===== src/hdl/lkt_pkg.sv =====
// Shared constants and codes for the linear key table.
package lkt_pkg;

  localparam int SLOTS = 64;

  localparam int OpW   = 3;
  localparam int KeyW  = 32;
  localparam int WgtW  = 32;
  localparam int StW   = 2;
  localparam int SlotW = 6;
  localparam int FillW = 7;
  localparam int SumW  = 38;

  localparam int IdxW = (SLOTS > 1) ? $clog2(SLOTS) : 1;
  localparam int CntW = $clog2(SLOTS + 1);
  localparam int AccW = (WgtW + 1 + IdxW > SumW) ? (WgtW + 1 + IdxW) : SumW;

  typedef enum logic [OpW-1:0] {
    OP_ADD    = 3'd0,
    OP_FIND   = 3'd1,
    OP_REMOVE = 3'd2,
    OP_TOTAL  = 3'd3,
    OP_CLEAR  = 3'd4
  } op_e;

  typedef enum logic [StW-1:0] {
    ST_OK      = 2'd0,
    ST_FULL    = 2'd1,
    ST_MISSING = 2'd2
  } status_e;

endpackage


===== src/hdl/lkt_if.sv =====
// Request and response channel interfaces of the linear key table.
interface lkt_req_if;
  logic                              valid;
  logic                              ready;
  logic        [lkt_pkg::OpW-1:0]    op;
  logic signed [lkt_pkg::KeyW-1:0]   key;
  logic signed [lkt_pkg::WgtW-1:0]   weight;

  modport source (output valid, output op, output key, output weight, input ready);
  modport sink   (input valid, input op, input key, input weight, output ready);
endinterface

interface lkt_rsp_if;
  logic                              valid;
  logic                              ready;
  logic        [lkt_pkg::StW-1:0]    status;
  logic        [lkt_pkg::SlotW-1:0]  slot_index;
  logic signed [lkt_pkg::WgtW-1:0]   found_weight;
  logic signed [lkt_pkg::SumW-1:0]   weight_sum;
  logic        [lkt_pkg::FillW-1:0]  fill_count;

  modport source (output valid, output status, output slot_index, output found_weight,
                  output weight_sum, output fill_count, input ready);
  modport sink   (input valid, input status, input slot_index, input found_weight,
                  input weight_sum, input fill_count, output ready);
endinterface


===== src/hdl/linear_key_table.sv =====
// Linear key table: add, find, remove, total and clear over a dense entry memory.
// Add, clear and unknown operations go straight to the response state once accepted.
// Find, remove and total scan one entry per cycle, find and remove stopping at a hit;
// an empty table skips the scan, and a remove hit moves the last entry into its slot.
// One request is worked at a time; a new request is taken once the result is registered.
// Reset empties the table at once; the entry memory itself is not cleared.
module linear_key_table (
  input  logic        clk_i,
  input  logic        rst_ni,
  lkt_req_if.sink     req_i,
  lkt_rsp_if.source   rsp_o
);
  import lkt_pkg::*;

  typedef enum logic [2:0] {
    S_IDLE,
    S_SCAN,
    S_MOVE_RD,
    S_MOVE_WR,
    S_RESP
  } state_e;

  localparam logic signed [AccW-1:0] SumHi = {{(AccW-SumW+1){1'b0}}, {(SumW-1){1'b1}}};
  localparam logic signed [AccW-1:0] SumLo = {{(AccW-SumW+1){1'b1}}, {(SumW-1){1'b0}}};

  logic        [KeyW-1:0] key_mem [SLOTS];
  logic signed [WgtW-1:0] wgt_mem [SLOTS];

  state_e                 state_q;
  logic        [CntW-1:0] count_q;
  logic        [CntW-1:0] ra_q;
  logic                   pend_q;
  logic        [IdxW-1:0] cmp_idx_q;
  logic        [OpW-1:0]  op_q;
  logic        [KeyW-1:0] key_q;
  logic signed [AccW-1:0] acc_q;
  logic        [StW-1:0]  res_st_q;
  logic        [IdxW-1:0] res_idx_q;
  logic signed [WgtW-1:0] res_fw_q;
  logic        [KeyW-1:0] rd_key_q;
  logic signed [WgtW-1:0] rd_wgt_q;

  logic                   rsp_valid_q;
  logic        [StW-1:0]  rsp_st_q;
  logic        [SlotW-1:0] rsp_idx_q;
  logic signed [WgtW-1:0] rsp_fw_q;
  logic signed [SumW-1:0] rsp_sum_q;
  logic        [FillW-1:0] rsp_fill_q;

  logic                   mem_we;
  logic        [IdxW-1:0] mem_wa;
  logic        [KeyW-1:0] mem_wkey;
  logic signed [WgtW-1:0] mem_wwgt;
  logic        [IdxW-1:0] mem_ra;
  logic        [CntW-1:0] last_c;
  logic                   accept;
  logic signed [SumW-1:0] sum_sat;

  assign accept      = req_i.valid && req_i.ready;
  assign req_i.ready = (state_q == S_IDLE);
  assign last_c      = count_q - CntW'(1);

  always_comb begin
    mem_we   = 1'b0;
    mem_wa   = count_q[IdxW-1:0];
    mem_wkey = req_i.key;
    mem_wwgt = req_i.weight;
    if (accept && (req_i.op == OP_ADD) && (count_q != CntW'(SLOTS))) begin
      mem_we = 1'b1;
    end else if (state_q == S_MOVE_WR) begin
      mem_we   = 1'b1;
      mem_wa   = res_idx_q;
      mem_wkey = rd_key_q;
      mem_wwgt = rd_wgt_q;
    end
    mem_ra = (state_q == S_SCAN) ? ra_q[IdxW-1:0] : last_c[IdxW-1:0];
  end

  always_comb begin
    if (acc_q > SumHi) begin
      sum_sat = SumHi[SumW-1:0];
    end else if (acc_q < SumLo) begin
      sum_sat = SumLo[SumW-1:0];
    end else begin
      sum_sat = acc_q[SumW-1:0];
    end
  end

  always_ff @(posedge clk_i) begin
    if (mem_we) begin
      key_mem[mem_wa] <= mem_wkey;
      wgt_mem[mem_wa] <= mem_wwgt;
    end
    rd_key_q <= key_mem[mem_ra];
    rd_wgt_q <= wgt_mem[mem_ra];
  end

  always_ff @(posedge clk_i or negedge rst_ni) begin
    if (!rst_ni) begin
      state_q     <= S_IDLE;
      count_q     <= '0;
      rsp_valid_q <= 1'b0;
      pend_q      <= 1'b0;
    end else begin
      if (rsp_o.ready && (state_q != S_RESP)) begin
        rsp_valid_q <= 1'b0;
      end
      unique case (state_q)
        S_IDLE: begin
          if (req_i.valid) begin
            op_q     <= req_i.op;
            key_q    <= req_i.key;
            acc_q    <= '0;
            res_fw_q <= '0;
            ra_q     <= '0;
            pend_q   <= 1'b0;
            case (req_i.op) inside
              OP_ADD: begin
                state_q <= S_RESP;
                if (count_q == CntW'(SLOTS)) begin
                  res_st_q  <= ST_FULL;
                  res_idx_q <= '0;
                end else begin
                  res_st_q  <= ST_OK;
                  res_idx_q <= count_q[IdxW-1:0];
                  count_q   <= count_q + CntW'(1);
                end
              end
              OP_FIND, OP_REMOVE, OP_TOTAL: begin
                res_idx_q <= '0;
                if (count_q == '0) begin
                  state_q  <= S_RESP;
                  res_st_q <= (req_i.op == OP_TOTAL) ? ST_OK : ST_MISSING;
                end else begin
                  state_q  <= S_SCAN;
                  res_st_q <= ST_OK;
                end
              end
              OP_CLEAR: begin
                state_q   <= S_RESP;
                res_st_q  <= ST_OK;
                res_idx_q <= '0;
                count_q   <= '0;
              end
              default: begin
                state_q   <= S_RESP;
                res_st_q  <= ST_OK;
                res_idx_q <= '0;
              end
            endcase
          end
        end
        S_SCAN: begin
          if (ra_q < count_q) begin
            ra_q      <= ra_q + CntW'(1);
            cmp_idx_q <= ra_q[IdxW-1:0];
            pend_q    <= 1'b1;
          end else begin
            pend_q <= 1'b0;
          end
          if (pend_q) begin
            if (op_q == OP_TOTAL) begin
              acc_q <= acc_q + AccW'(rd_wgt_q);
            end else if (rd_key_q == key_q) begin
              res_idx_q <= cmp_idx_q;
              if (op_q == OP_FIND) begin
                res_fw_q <= rd_wgt_q;
                state_q  <= S_RESP;
              end else begin
                state_q <= S_MOVE_RD;
              end
            end
          end else if (ra_q >= count_q) begin
            if (op_q != OP_TOTAL) begin
              res_st_q <= ST_MISSING;
            end
            state_q <= S_RESP;
          end
        end
        S_MOVE_RD: begin
          state_q <= S_MOVE_WR;
        end
        S_MOVE_WR: begin
          count_q <= last_c;
          state_q <= S_RESP;
        end
        S_RESP: begin
          if (!rsp_valid_q || rsp_o.ready) begin
            rsp_valid_q <= 1'b1;
            rsp_st_q    <= res_st_q;
            rsp_idx_q   <= SlotW'(res_idx_q);
            rsp_fw_q    <= res_fw_q;
            rsp_sum_q   <= sum_sat;
            rsp_fill_q  <= FillW'(count_q);
            state_q     <= S_IDLE;
          end
        end
        default: begin
          state_q <= S_IDLE;
        end
      endcase
    end
  end

  assign rsp_o.valid        = rsp_valid_q;
  assign rsp_o.status       = rsp_st_q;
  assign rsp_o.slot_index   = rsp_idx_q;
  assign rsp_o.found_weight = rsp_fw_q;
  assign rsp_o.weight_sum   = rsp_sum_q;
  assign rsp_o.fill_count   = rsp_fill_q;

endmodule


===== src/flat_wrapper.sv =====
// flat-port wrapper written by rule: the top's interface ports become plain ports
module linear_key_table_flat import lkt_pkg::*;
  (clk_i, rst_ni, req_i_valid, req_i_op, req_i_key, req_i_weight, req_i_ready, rsp_o_valid, rsp_o_status, rsp_o_slot_index, rsp_o_found_weight, rsp_o_weight_sum, rsp_o_fill_count, rsp_o_ready);
  lkt_req_if req_i_i ();
  lkt_rsp_if rsp_o_i ();
  input  logic clk_i;
  input  logic rst_ni;
  input wire logic [$bits(req_i_i.valid)-1:0] req_i_valid;
  input wire logic [$bits(req_i_i.op)-1:0] req_i_op;
  input wire logic [$bits(req_i_i.key)-1:0] req_i_key;
  input wire logic [$bits(req_i_i.weight)-1:0] req_i_weight;
  output wire logic [$bits(req_i_i.ready)-1:0] req_i_ready;
  output wire logic [$bits(rsp_o_i.valid)-1:0] rsp_o_valid;
  output wire logic [$bits(rsp_o_i.status)-1:0] rsp_o_status;
  output wire logic [$bits(rsp_o_i.slot_index)-1:0] rsp_o_slot_index;
  output wire logic [$bits(rsp_o_i.found_weight)-1:0] rsp_o_found_weight;
  output wire logic [$bits(rsp_o_i.weight_sum)-1:0] rsp_o_weight_sum;
  output wire logic [$bits(rsp_o_i.fill_count)-1:0] rsp_o_fill_count;
  input wire logic [$bits(rsp_o_i.ready)-1:0] rsp_o_ready;
  assign req_i_i.valid = req_i_valid;
  assign req_i_i.op = req_i_op;
  assign req_i_i.key = req_i_key;
  assign req_i_i.weight = req_i_weight;
  assign req_i_ready = req_i_i.ready;
  assign rsp_o_valid = rsp_o_i.valid;
  assign rsp_o_status = rsp_o_i.status;
  assign rsp_o_slot_index = rsp_o_i.slot_index;
  assign rsp_o_found_weight = rsp_o_i.found_weight;
  assign rsp_o_weight_sum = rsp_o_i.weight_sum;
  assign rsp_o_fill_count = rsp_o_i.fill_count;
  assign rsp_o_i.ready = rsp_o_ready;
  linear_key_table u_core (.clk_i(clk_i), .rst_ni(rst_ni), .req_i(req_i_i), .rsp_o(rsp_o_i));
endmodule

===== config.mk =====
export PLATFORM = sky130hd
export DESIGN_NAME = linear_key_table_flat
export DESIGN_NICKNAME = d
export VERILOG_FILES = /design/src/hdl/lkt_pkg.sv /design/src/hdl/lkt_if.sv /design/src/hdl/linear_key_table.sv /design/src/flat_wrapper.sv
export SDC_FILE = /design/constraint.sdc
export NUM_CORES = 2
export LEC_CHECK = 0
export BUFFER_PORTS_ARGS = -buffer_cell sky130_fd_sc_hd__buf_2
export CAP_MARGIN = 0
export CORE_MARGIN = 2
export CORE_UTILIZATION = 45
export CTS_CLUSTER_DIAMETER = 150
export DETAILED_ROUTE_END_ITERATION = 10
export PLACE_DENSITY = 0.62
export SYNTH_ARGS = -nofsm -noshare
export SYNTH_HDL_FRONTEND = slang
export SYNTH_SLANG_ARGS = --single-unit

===== constraint.sdc =====
create_clock -name clk_i -period 6.31 [get_ports clk_i]
set_clock_uncertainty 0.05 [all_clocks]
set_input_delay 0.631 -clock clk_i [delete_from_list [all_inputs] [get_ports clk_i]]
set_output_delay 0.631 -clock clk_i [all_outputs]
set_load 0.01 [all_outputs]

# After elaboration in Yosys (flattened, before gate mapping)
# Memory sizes are Yosys's and may differ from the RTL's. A register that Yosys moved wholly into a read port is not among the register bits.
# Index checks and enable logic that the tools add are counted.
# word_totals
ff_bits	224
ramBits	4096
inputBits	71
output_inout_bits	87
elab_cells	147
mem_count	2
# op_classes
addsub	4
n_lt_le_gt_ge	4
eq_ne	32
muxes	65
reduce_logical	23
# memory_table
memory	depth	word_bits	read_ports	rd_ports_with_merged_regs	wr	line_no	rtl
u_core.key_mem	64	32	1	1	1	linear_key_table.sv:26	logic [KeyW-1:0] key_mem [SLOTS];
u_core.wgt_mem	64	32	1	1	1	linear_key_table.sv:27	logic signed [WgtW-1:0] wgt_mem [SLOTS];
# op_table
op	count
$mux W32	9
$mux W39	3
$pmux W39 S2	1
$pmux W32 S2	1
$mux W6	9
$mux W7	7
$add A39 B32 Y39	1
$gt A39 B38 Y1 const B	1
$lt A39 B38 Y1 const B	1
$mux W38	1
$eq A32 B32 Y1	1
$mux W3	10
$pmux W7 S2	2
$ne A2 B2 Y1 const B	9
$ne A3 B3 Y1 const B	6
$mux W2	8
$eq A3 B2 Y1 const B	5
$pmux W3 S5	1
$reduce_and A5 Y1	3
$add A7 B1 Y7 const B	2
$pmux W6 S2	1
$reduce_and A6 Y1	2
$mux W1	10
$eq A3 B1 Y1 const B	3
21 further kinds	31

# Logic depth before layout (Yosys ltp)
# logic_depth
depth_word	7
ltp_mapped	13
ltp_nobuf	11

# Worst setup path before layout
# No wires, ideal clock.
# synth_path
path_type	register to register
startpoint	register u_core.count_q[0]
endpoint	memory u_core.key_mem[11][0], enable pin
arrival_ps	4908
slack_ps	866
stages_incl_launch_ff	12
path_buffers	1
period_less_slack_ps	5444
cell_sequence	dfrtp_1 > inv_2 > ha_1 > or3b_1 > nor3_1 > nand2_1 > o2111ai_1 > a21oi_1 > a21boi_0 > buf_2 > nand3_1 > nor2_1
# synth_between
elab_chain_cells	5
elab_cells_between_ends	7
classes_between	1 x eq/ne; 5 x mux; 1 x reduce/logical
# synth_lines
element	line_no	rtl
start: declaration	linear_key_table.sv:30	logic [CntW-1:0] count_q;
start signal: assignment	linear_key_table.sv:126	count_q <= count_q + CntW'(1);
start signal: assignment	linear_key_table.sv:184	count_q <= last_c;
$ne A7 B7 Y1	linear_key_table.sv:68	if (accept && (req_i.op == OP_ADD) && (count_q != CntW'(SLOTS))) begin
$logic_and A1 B1 Y1	linear_key_table.sv:68	
$mux W1	linear_key_table.sv:68	
$mux W1	linear_key_table.sv:90	if (mem_we) begin
$mux W1 (not written as such)	linear_key_table.sv:91	key_mem[mem_wa] <= mem_wkey;
end: declaration	linear_key_table.sv:26	
# Several ways; a longest one is shown, not always the timed one.

# Worst setup path in the final report
# layout_path
startpoint	register u_core.state_q[1]
endpoint	memory u_core.wgt_mem[2][0], enable pin
# layout_between
elab_chain_cells	7
elab_cells_between_ends	11
classes_between	1 x eq/ne; 6 x mux; 4 x reduce/logical
# layout_lines
element	line_no	rtl
start: declaration	linear_key_table.sv:29	state_e state_q;
start signal: assignment	linear_key_table.sv:100	state_q <= S_IDLE;
start signal: assignment	linear_key_table.sv:119	state_q <= S_RESP;
start signal: assignment	linear_key_table.sv:132	state_q <= S_RESP;
$logic_not A3 Y1	linear_key_table.sv:60	assign req_i.ready = (state_q == S_IDLE);
$logic_and A1 B1 Y1	linear_key_table.sv:59	assign accept = req_i.valid && req_i.ready;
$logic_and A1 B1 Y1 (2 in a row)	linear_key_table.sv:68	
$mux W1	linear_key_table.sv:68	
$mux W1	linear_key_table.sv:90	
$mux W1 (not written as such)	linear_key_table.sv:92	wgt_mem[mem_wa] <= mem_wwgt;
end: declaration	linear_key_table.sv:27	
# Several ways; a longest one is shown, not always the timed one.

==> impl_metrics.py <==
metrics = {
    "worst_setup_path": {
        "r2r_cells": 6,
        "worst_ep_arrival_time_ns": 5.73,
        "path_delay_family": "simple AND/OR/NAND/NOR gates",
        "end_kind": "flop",
        "cp_num_buf_inv": 1,
        "critPathLaunchType": "flop",
        "worst-path-stages": 6,
        "worstReg2RegEnd": "u_core.wgt_mem[2][0]$_DFFE_PP_",
        "crit_path_end": "u_core.wgt_mem[2][0]$_DFFE_PP_",
        "cp_common_cell": "nor2_4",
        "worstSetupPathType": "reg -> reg",
        "critPathMaxFanout": 50,
        "worstReg2RegStart": "u_core.state_q[1]$_DFFE_PN0P_",
        "cp.required_ns": 6.83,
        "startpoint": "u_core.state_q[1]$_DFFE_PN0P_",
        "critPathMaxStageDelay_ns": 0.95,
        "cpMaxStageDelayCell": "buf_4",
        "crit_chain": "nand2_1, nor2_4, mux2i_1, nand3_1, nor2_4, buf_4",
        "rrSetupSlack_ns": 1.10,
    },
    "synth": {
        "synth_top_area_share_pct": 76.9,
        "synth-seq-area-share_pct": 77.9,
        "synth_seq_cells": 4384,
        "syn_area_per_cell_um2": 21.7,
        "ys_warn_count": 0,
        "ys_top_cells_by_count": "edfxtp_1, mux4_2, nand2_1, buf_2, a22oi_1",
        "synth_edf_count": 4308,
        "synth_area_leaders": "edfxtp_1, mux4_2, a22oi_1",
        "synthFlopType": "edfxtp_1",
        "synthArstFlopShare_pct": 0.274,
        "netlist_instances": 7745,
        "synth_area_leader_cell": "edfxtp_1",
        "synth_cell_types": 70,
        "synth_fp_nets": 7865,
        "synth.most_common_cell": "edfxtp_1",
        "syn_area_um2": 168000,
    },
    "power_and_ir_drop": {
        "p_int_mw": 60.6,
        "powerDensity_nw_per_um2": 477,
        "ir_drop_v": 0.000692,
        "power_frac_seq_pct": 36.7,
        "finalPower_mw": 91.3,
        "power.clock.fraction_pct": 27.9,
        "p_sw_mw": 30.7,
        "p_sw_share_pct": 33.7,
        "power.leakage_nw": 59.6,
        "p_comb_share_pct": 35.4,
    },
    "placement": {
        "post-dp-hpwl_um": 244000,
        "pre_cts_ws_ns": 1.24,
        "dp_cells": 12700,
        "io_buffers": 157,
        "place_congestion": 0.821,
    },
    "sta": {
        "min_period_ns": 5.21,
        "tightest_slew_ns": 1.31,
        "fmax_ghz": 0.192,
        "final-setup-viol-count": 0,
        "worst_slack_ns": 1.10,
        "maxSlewViolCount": 0,
        "tns_ns": 0,
        "relSlewSlack_pct": 12.7,
        "hold_viol": 0,
        "fin_crit_sh_pct": 82.6,
        "rsz0062_at_grt": "no",
    },
    "global_routing": {
        "grt_pass1_wl_um": 659000,
        "grtUsageMet2_pct": 38.6,
        "grt_pass1_vias": 83900,
        "grt_overflow": 0,
        "met3_usage_pct": 6.12,
        "grt_start_max_net_pins": 140,
        "track_usage_pct": 24.8,
        "use_met1_pct": 34.4,
        "antenna_found_initial": 27,
        "top_usage_layer": "met2",
    },
    "clock_network": {
        "clk_pin_slew_worst_paths_ns": 0.07,
        "cts.repair.resized": 0,
        "cts-root-buf": "clkbuf_16",
        "numCtsBuffers": 429,
        "clock_latency_ns": 0.98,
        "cts_tree": "built",
        "htreeDepth": 5,
        "cts_setup_buffers": 0,
        "clock_path_buffers": 4,
        "cts.sinks": 4384,
    },
    "routing": {
        "first_pass_iters": 9,
        "routed_wl_um": 478000,
        "wire_per_inst_um": 35.2,
        "drc_errors": 0,
        "drt_iter0_drc": 12400,
        "ant_nets": 0,
        "routed-via-count": 85100,
        "viasPerCell": 6.26,
    },
    "final_layout": {
        "fin_util_pct": 51.5,
        "nNetsFinal": 8366,
        "areaGrowthSynthToFinish_pct": 14.0,
        "drive_gt1_share_pct": 25.8,
        "final-instance-count-excl-fill": 13600,
    },
    "floorplan": {
        "ioPinCount": 158,
        "start_util_pct": 45.2,
        "core_um2": 372000,
        "dieArea_um2": 379000,
        "rows": 224,
        "die_h_um": 615,
        "die_w_um": 615,
    },
    "hold_path": {
        "hold_class": "in -> async",
    },
    "outcome": {
        "outcome": "complete, no violations",
    },
    "run": {
        "maxCapViolations": 0,
    },
}
==> area by class of cell <==
| cell class | instances | area, µm² |
|---|---|---|
| antenna | 6 | 15.0 |
| fill | 28900 | 181000 |
| inverter | 21 | 78.8 |
| sequential | 4384 | 131000 |
| tap | 4972 | 6220 |
| multi-input combinational | 2908 | 35700 |
| clock buffer | 550 | 11600 |
| clock inverter | 252 | 2330 |
| timing repair buffer | 502 | 4690 |
==> layout by cell type, fill, tap and decap left out, types with 128 or more instances in the layout <==
cell type / count
a22oi_1: 260
a32oi_1: 128
buf_2: 157
buf_4: 209
clkbuf_16: 438
edfxtp_1: 4308
mux2i_1: 136
mux4_2: 1024
nand2_1: 507
nand3_1: 156
==> repair_timing <==
action,4_1_cts,5_1_grt
hold endpoints to repair,50,0
endpoints found under the setup margin,0,0
hold buffers,38,0
==> sequential cells by signal, indices dropped and copies added, names as in the netlist, 7 cells and up <==
| signal | flops |
|---|---|
| u_core.acc_q | 39 |
| u_core.count_q | 7 |
| u_core.key_mem | 2048 |
| u_core.key_q | 32 |
| u_core.ra_q | 7 |
| u_core.rd_key_q | 32 |
| u_core.rd_wgt_q | 32 |
| u_core.res_fw_q | 32 |
| u_core.rsp_o.fill_count | 7 |
| u_core.rsp_o.found_weight | 32 |
| u_core.rsp_o.weight_sum | 38 |
| u_core.wgt_mem | 2048 |
==> stage by stage <==
step | cell area [µm²] | hold slack (ns)
4_1_cts | 192000 | 0.0181
3_3_place_gp | 177000 | 0.355
6_report | 192000 | 0.0850
3_5_place_dp | 177000 | 0.355
2_1_floorplan | 168000 | 0.285
5_1_grt | 192000 | 0.0670
==> power by group through the flow <==
stage | clock [mW] | combinational (mW) | sequential (mW)
floorplan | 0 | 21.5 | 33.8
global placement | 0 | 32.0 | 34.1
detailed placement | 0 | 32.1 | 34.1
CTS | 25.8 | 32.2 | 33.5
global route | 26.9 | 33.9 | 33.5
finish | 25.5 | 32.3 | 33.5
==> kinds of logic after synthesis <==
kind of cell | Yosys count | share of synthesized area [%]
DFF | 4384 | 77.9
adders and majority gates | 86 | 0.589
muxes | 1160 | 14.5
and+or+nand+nor | 1021 | 2.81
xor gates and xnor gates | 70 | 0.365
buffers and inverters | 453 | 1.28
AOI/OAI and AO/OA | 571 | 2.55
==> worst min path at each step <==
stage,from,end
3_5_place_dp,u_core.res_fw_q[28]$_SDFFCE_PP0P_,u_core.rsp_o.found_weight[28]$_DFFE_PP_
6_report,rst_ni,u_core.count_q[0]$_DFFE_PN0P_
5_1_grt,rst_ni,u_core.rsp_o.valid$_DFF_PN0_
4_1_cts,rst_ni,u_core.state_q[0]$_DFFE_PN0P_
3_3_place_gp,u_core.res_fw_q[2]$_SDFFCE_PP0P_,u_core.rsp_o.found_weight[2]$_DFFE_PP_
2_1_floorplan,rst_ni,u_core.count_q[0]$_DFFE_PN0P_
==> per-layer routing <==
metal  part of all wire (%)  vias to the layer above
met1                     39                    45600
met5                  0.015                        -
met4                    3.8                       12
li1                       -                    33600
met2                     46                     5014
met3                     11                      796
==> worst register-to-register path, delay by kind of cell, from the launching register on <==
| kind | cells | cell delay, ns |
|---|---|---|
| buffers and inverters | 1 | 0.97 |
| DFF | 1 | 0.62 |
| muxes | 1 | 0.72 |
| and+or+nand+nor | 4 | 2.39 |
No activity file was read; power rests on OpenSTA's default activity.
